--- src/rtl/lcmlt_pkg.sv ---
// Shared constants, types and state codes of the minimum line tree.
`timescale 1ns / 1ps
`default_nettype none
package lcmlt_pkg;

  localparam int POINTS    = 1024;
  localparam int TREE_N    = 1024;
  localparam int NODES     = 2 * TREE_N - 1;
  localparam int IDX_W     = 10;
  localparam int NODE_W    = 11;
  localparam int SPAN_W    = 11;
  localparam int WALK_W    = 12;
  localparam int COORD_W   = 31;
  localparam int SLOPE_W   = 31;
  localparam int ICPT_W    = 32;
  localparam int PROD_W    = 62;
  localparam int VAL_W     = 64;

  localparam logic signed [COORD_W-1:0] COORD_MAX = 31'sd1073741823;

  typedef enum logic [1:0] {
    FN_LOAD  = 2'd0,
    FN_ADD   = 2'd1,
    FN_QUERY = 2'd2,
    FN_NONE  = 2'd3
  } func_e;

  typedef enum logic [4:0] {
    ST_CLEAR,
    ST_IDLE,
    ST_A_CHK,
    ST_A_LEFT,
    ST_A_SHIFT,
    ST_D_NREQ,
    ST_D_NCHK,
    ST_D_CREQ,
    ST_D_MULA,
    ST_D_ADDA,
    ST_D_MULP,
    ST_D_CMP,
    ST_D_DEC,
    ST_Q_CREQ,
    ST_Q_XLAT,
    ST_Q_NREQ,
    ST_Q_NCHK,
    ST_Q_MUL,
    ST_Q_ADD,
    ST_Q_NEXT,
    ST_Q_DONE
  } state_e;

  typedef struct packed {
    logic                      valid;
    logic signed [SLOPE_W-1:0] slope;
    logic signed [ICPT_W-1:0]  intercept;
  } node_t;

  typedef struct packed {
    logic                      mul_en;
    logic signed [SLOPE_W-1:0] a;
    logic signed [COORD_W-1:0] x;
    logic signed [ICPT_W-1:0]  b;
  } lu_req_t;

endpackage
`default_nettype wire

--- src/rtl/lcmlt_line_unit.sv ---
// Shared line evaluator: registered slope*x product, then add of the intercept.
`timescale 1ns / 1ps
`default_nettype none
module lcmlt_line_unit (
  input  wire                                   clk_i,
  input  wire lcmlt_pkg::lu_req_t               req_i,
  output logic signed [lcmlt_pkg::VAL_W-1:0]    sum_o
);

  logic signed [lcmlt_pkg::PROD_W-1:0] prod_q, prod_d;

  assign prod_d = req_i.a * req_i.x;

  always_ff @(posedge clk_i) begin
    if (req_i.mul_en) begin
      prod_q <= prod_d;
    end
  end

  assign sum_o = {{(lcmlt_pkg::VAL_W-lcmlt_pkg::PROD_W){prod_q[lcmlt_pkg::PROD_W-1]}}, prod_q}
               + {{(lcmlt_pkg::VAL_W-lcmlt_pkg::ICPT_W){req_i.b[lcmlt_pkg::ICPT_W-1]}}, req_i.b};

endmodule
`default_nettype wire
--- config.mk ---
export PLATFORM = sky130hd
export DESIGN_NAME = lcmlt_line_unit
export DESIGN_NICKNAME = d
export VERILOG_FILES = /design/src/rtl/lcmlt_pkg.sv /design/src/rtl/lcmlt_line_unit.sv
export SDC_FILE = /design/constraint.sdc
export NUM_CORES = 2
export LEC_CHECK = 0
export ABC_AREA = 1
export BUFFER_PORTS_ARGS = -buffer_cell sky130_fd_sc_hd__clkbuf_2
export CORE_AREA = 3 3 388 390
export CTS_CLUSTER_DIAMETER = 150
export CTS_CLUSTER_SIZE = 28
export DETAILED_ROUTE_END_ITERATION = 12
export DIE_AREA = 0 0 391 393
export REMOVE_ABC_BUFFERS = 1
export SYNTH_ARGS = -nofsm -noshare
export SYNTH_HDL_FRONTEND = slang
export SYNTH_SLANG_ARGS = --single-unit
--- constraint.sdc ---
create_clock -name clk_i -period 8.5 [get_ports clk_i]
set_input_delay 0.425 -clock clk_i [delete_from_list [all_inputs] [get_ports clk_i]]
set_output_delay 0.425 -clock clk_i [all_outputs]
set_load 0.05 [all_outputs]
==> run_results.csv <==
group,metric,value,unit
floorplanning,die_w,391,µm
clocking,clkSinkCount,62,
route,dr_total_vias,36200,
worst_setup_path,cp.arrival,7.60,ns
route,drcViolationCount,0,
worst_hold_path,hold_depth,3,
yosys,yosysWarnings,0,
finish,syn_to_final_growth,7.78,%
clocking,cts_max_level,3,
yosys,async_flop_share,0,%
timing,hold-worst-slack,0.729,ns
grt,grt_max_degree,63,
route,ant_nets,0,
yosys,postSynthAreaPerCell,7.40,µm²
route,dr.pass1.iters,6,
yosys,yosysSeqAreaShare,4.23,%
yosys,synthCells,5956,
route,wl_per_cell,17.7,µm
floorplanning,std_cell_rows,141,
clocking,cts.path.max_buffers,2,
job,drv_cap,0,
worst_setup_path,start_kind,"input port",
worst_hold_path,min_to,"prod_q[0]$_DFFE_PP_",
finish,largest_reg_flops,62,
timing,slew_viol_final,0,
yosys,yosys_most_used_dff,"edfxtp_1",
run_status,outcome,"completed",
timing,relSlewSlack,27.5,%
timing,fin_crit,7.49,ns
yosys,ys_ff_latch,62,
floorplanning,start_util,29.9,%
clocking,cts_resized,0,
finish,final_nets,7373,
yosys,syn-cell-area,44100,µm²
route,wl,141000,µm
grt,grt_overflow_total,0,
yosys,ys_top_cells_by_count,"inv_1, nand2_1, fa_1",
clocking,cts_buffers,9,
floorplanning,core_region_area,147000,µm²
placed_design,io_buffers,159,
finish,drive_gt1_share,5.32,%
worst_hold_path,holdCritStartpoint,"req_i[32]",
grt,grt_use_total,18.9,%
grt,use_met3,2.32,%
worst_setup_path,required,8.61,ns
timing,rsz0062_at_grt,"false",
route,drt_iter0_drc,2584,
timing,setup_tns,0,ns
timing,worst_pin_slew,1.09,ns
timing,setup_viol,0,
finish,largestRegisters,"prod_q: 62 flops",
grt,grt_pass1_vias,39200,
route,vias_per_cell,4.56,
grt,antenna_found_initial,2,
placed_design,dp.final_hpwl,125000,µm
yosys,synth_enable_flop_cells,62,
clocking,cts_setup_buffers,0,
floorplanning,dieArea,154000,µm²
floorplanning,ios,160,
clocking,cts_root_buf,"clkbuf_16",
placed_design,place_congestion,0.965,
worst_setup_path,endpoint_kind,"register",
yosys,synth_most_common_cell,"inv_1",
timing,fin_crit_sh,88.1,%
grt,grt_pass1_wl,226000,µm
worst_setup_path,worstSetupPathType,"input port to register",
grt,use_met1,26.5,%
worst_hold_path,hold_class,"input port to register",
clocking,cts_tree,"done",
finish,largest_register,"prod_q",
timing,fmax,134,MHz
finish,utilization,32.2,%
worst_setup_path,crit_fanout,24,
yosys,ys_types,33,
grt,grtUsageMet2,31.9,%
yosys,synth_largest_area_cell,"fa_1",
floorplanning,die_h,393,µm
yosys,yosys.area.top_type_share,46.3,%
grt,top_usage_layer,"met2",
clocking,ctsHoldBuffers,0,
timing,hold_violations,0,
yosys,synth_area_leaders,"fa_1, inv_1, nand2_1, ha_1, edfxtp_1",
clocking,path_clk_slew,0.06,ns
==> final cells by class <==
| type | instances | area (µm²) |
|---|---|---|
| Timing Repair Buffer | 234 | 1420 |
| Antenna cell | 2 | 5.00 |
| Clock buffer | 9 | 225 |
| Inverter | 1895 | 7110 |
| Clock inverter | 7 | 65.1 |
| Sequential cell | 62 | 1860 |
| Multi-Input combinational cell | 3812 | 34400 |
| Fill cell | 15900 | 100000 |
| Tap cell | 1930 | 2410 |
==> metrics by stage <==
step | cells | setup WS, ns | instance area, µm²
final | 7951 | 1.01 | 47500
after floorplan | 5769 | 1.36 | 43400
after global routing | 7951 | 0.514 | 47500
after CTS | 7949 | 1.01 | 47500
after global placement | 7933 | 0.687 | 47200
after detailed placement | 7933 | 0.614 | 47200
==> layout by cell type, fill, tap and decap left out, drive strengths merged <==
cell type	instances
inv	1894
nand2	1764
fa	1019
ha	244
nor2	237
clkbuf	168
a21oi	150
nand3	141
buf	75
o21ai	71
edfxtp	62
xor2	61
nand4	40
o21bai	23
nor3	20
a21o	15
or2	10
xnor2	6
nand3b	5
clkinv	4
nor4	3
clkinvlp	3
diode	2
and3	2
a21boi	1
bufinv	1
==> logic make-up after synthesis <==
logic type | Yosys count | synth area share (%)
AND/OR/NAND/NOR | 2222 | 20.2
adder cells (fa/ha/maj) | 1263 | 53.2
XOR/XNOR | 67 | 1.33
buffers and inverters | 2082 | 17.7
AO/OA/AOI/OAI | 260 | 3.23
flip-flops | 62 | 4.23
==> how the worst max path moves through the flow <==
| stage | start | endpoint | slack, ns | cells after the start |
|---|---|---|---|---|
| after floorplan | req_i[93] | prod_q[57]$_DFFE_PP_ | 1.36 | 26 |
| after global placement | req_i[73] | prod_q[31]$_DFFE_PP_ | 0.69 | 22 |
| after detailed placement | req_i[93] | prod_q[54]$_DFFE_PP_ | 0.61 | 23 |
| after CTS | req_i[93] | prod_q[54]$_DFFE_PP_ | 1.01 | 23 |
| after global routing | req_i[93] | prod_q[59]$_DFFE_PP_ | 0.51 | 22 |
| final | req_i[38] | prod_q[52]$_DFFE_PP_ | 1.01 | 27 |
==> routing by layer <==
metal	vias to the layer above	routed length (µm)
li1	16800	-
met1	18100	63700
met2	1193	65800
met3	129	9040
met4	0	2270
met5	-	0
==> worst max-delay path: stages <==
cell	delay, ns
clkbuf_2	0.55
nand2_1	0.12
inv_1	0.10
fa_1	0.41
inv_1	0.24
fa_1	0.54
inv_1	0.17
fa_1	0.48
fa_1	0.55
inv_1	0.16
fa_1	0.53
inv_1	0.06
fa_1	0.49
fa_1	0.49
inv_1	0.05
fa_1	0.50
inv_1	0.05
ha_1	0.43
nand2_1	0.18
nor2_1	0.16
inv_1	0.10
nor2_1	0.19
inv_1	0.08
nor2_1	0.16
nand3_1	0.18
nand4_1	0.12
nand2_1	0.05
Power is left out: the tool's default activity adds up to more than one toggle a clock period on the data nets, which glitch-free logic cannot reach.
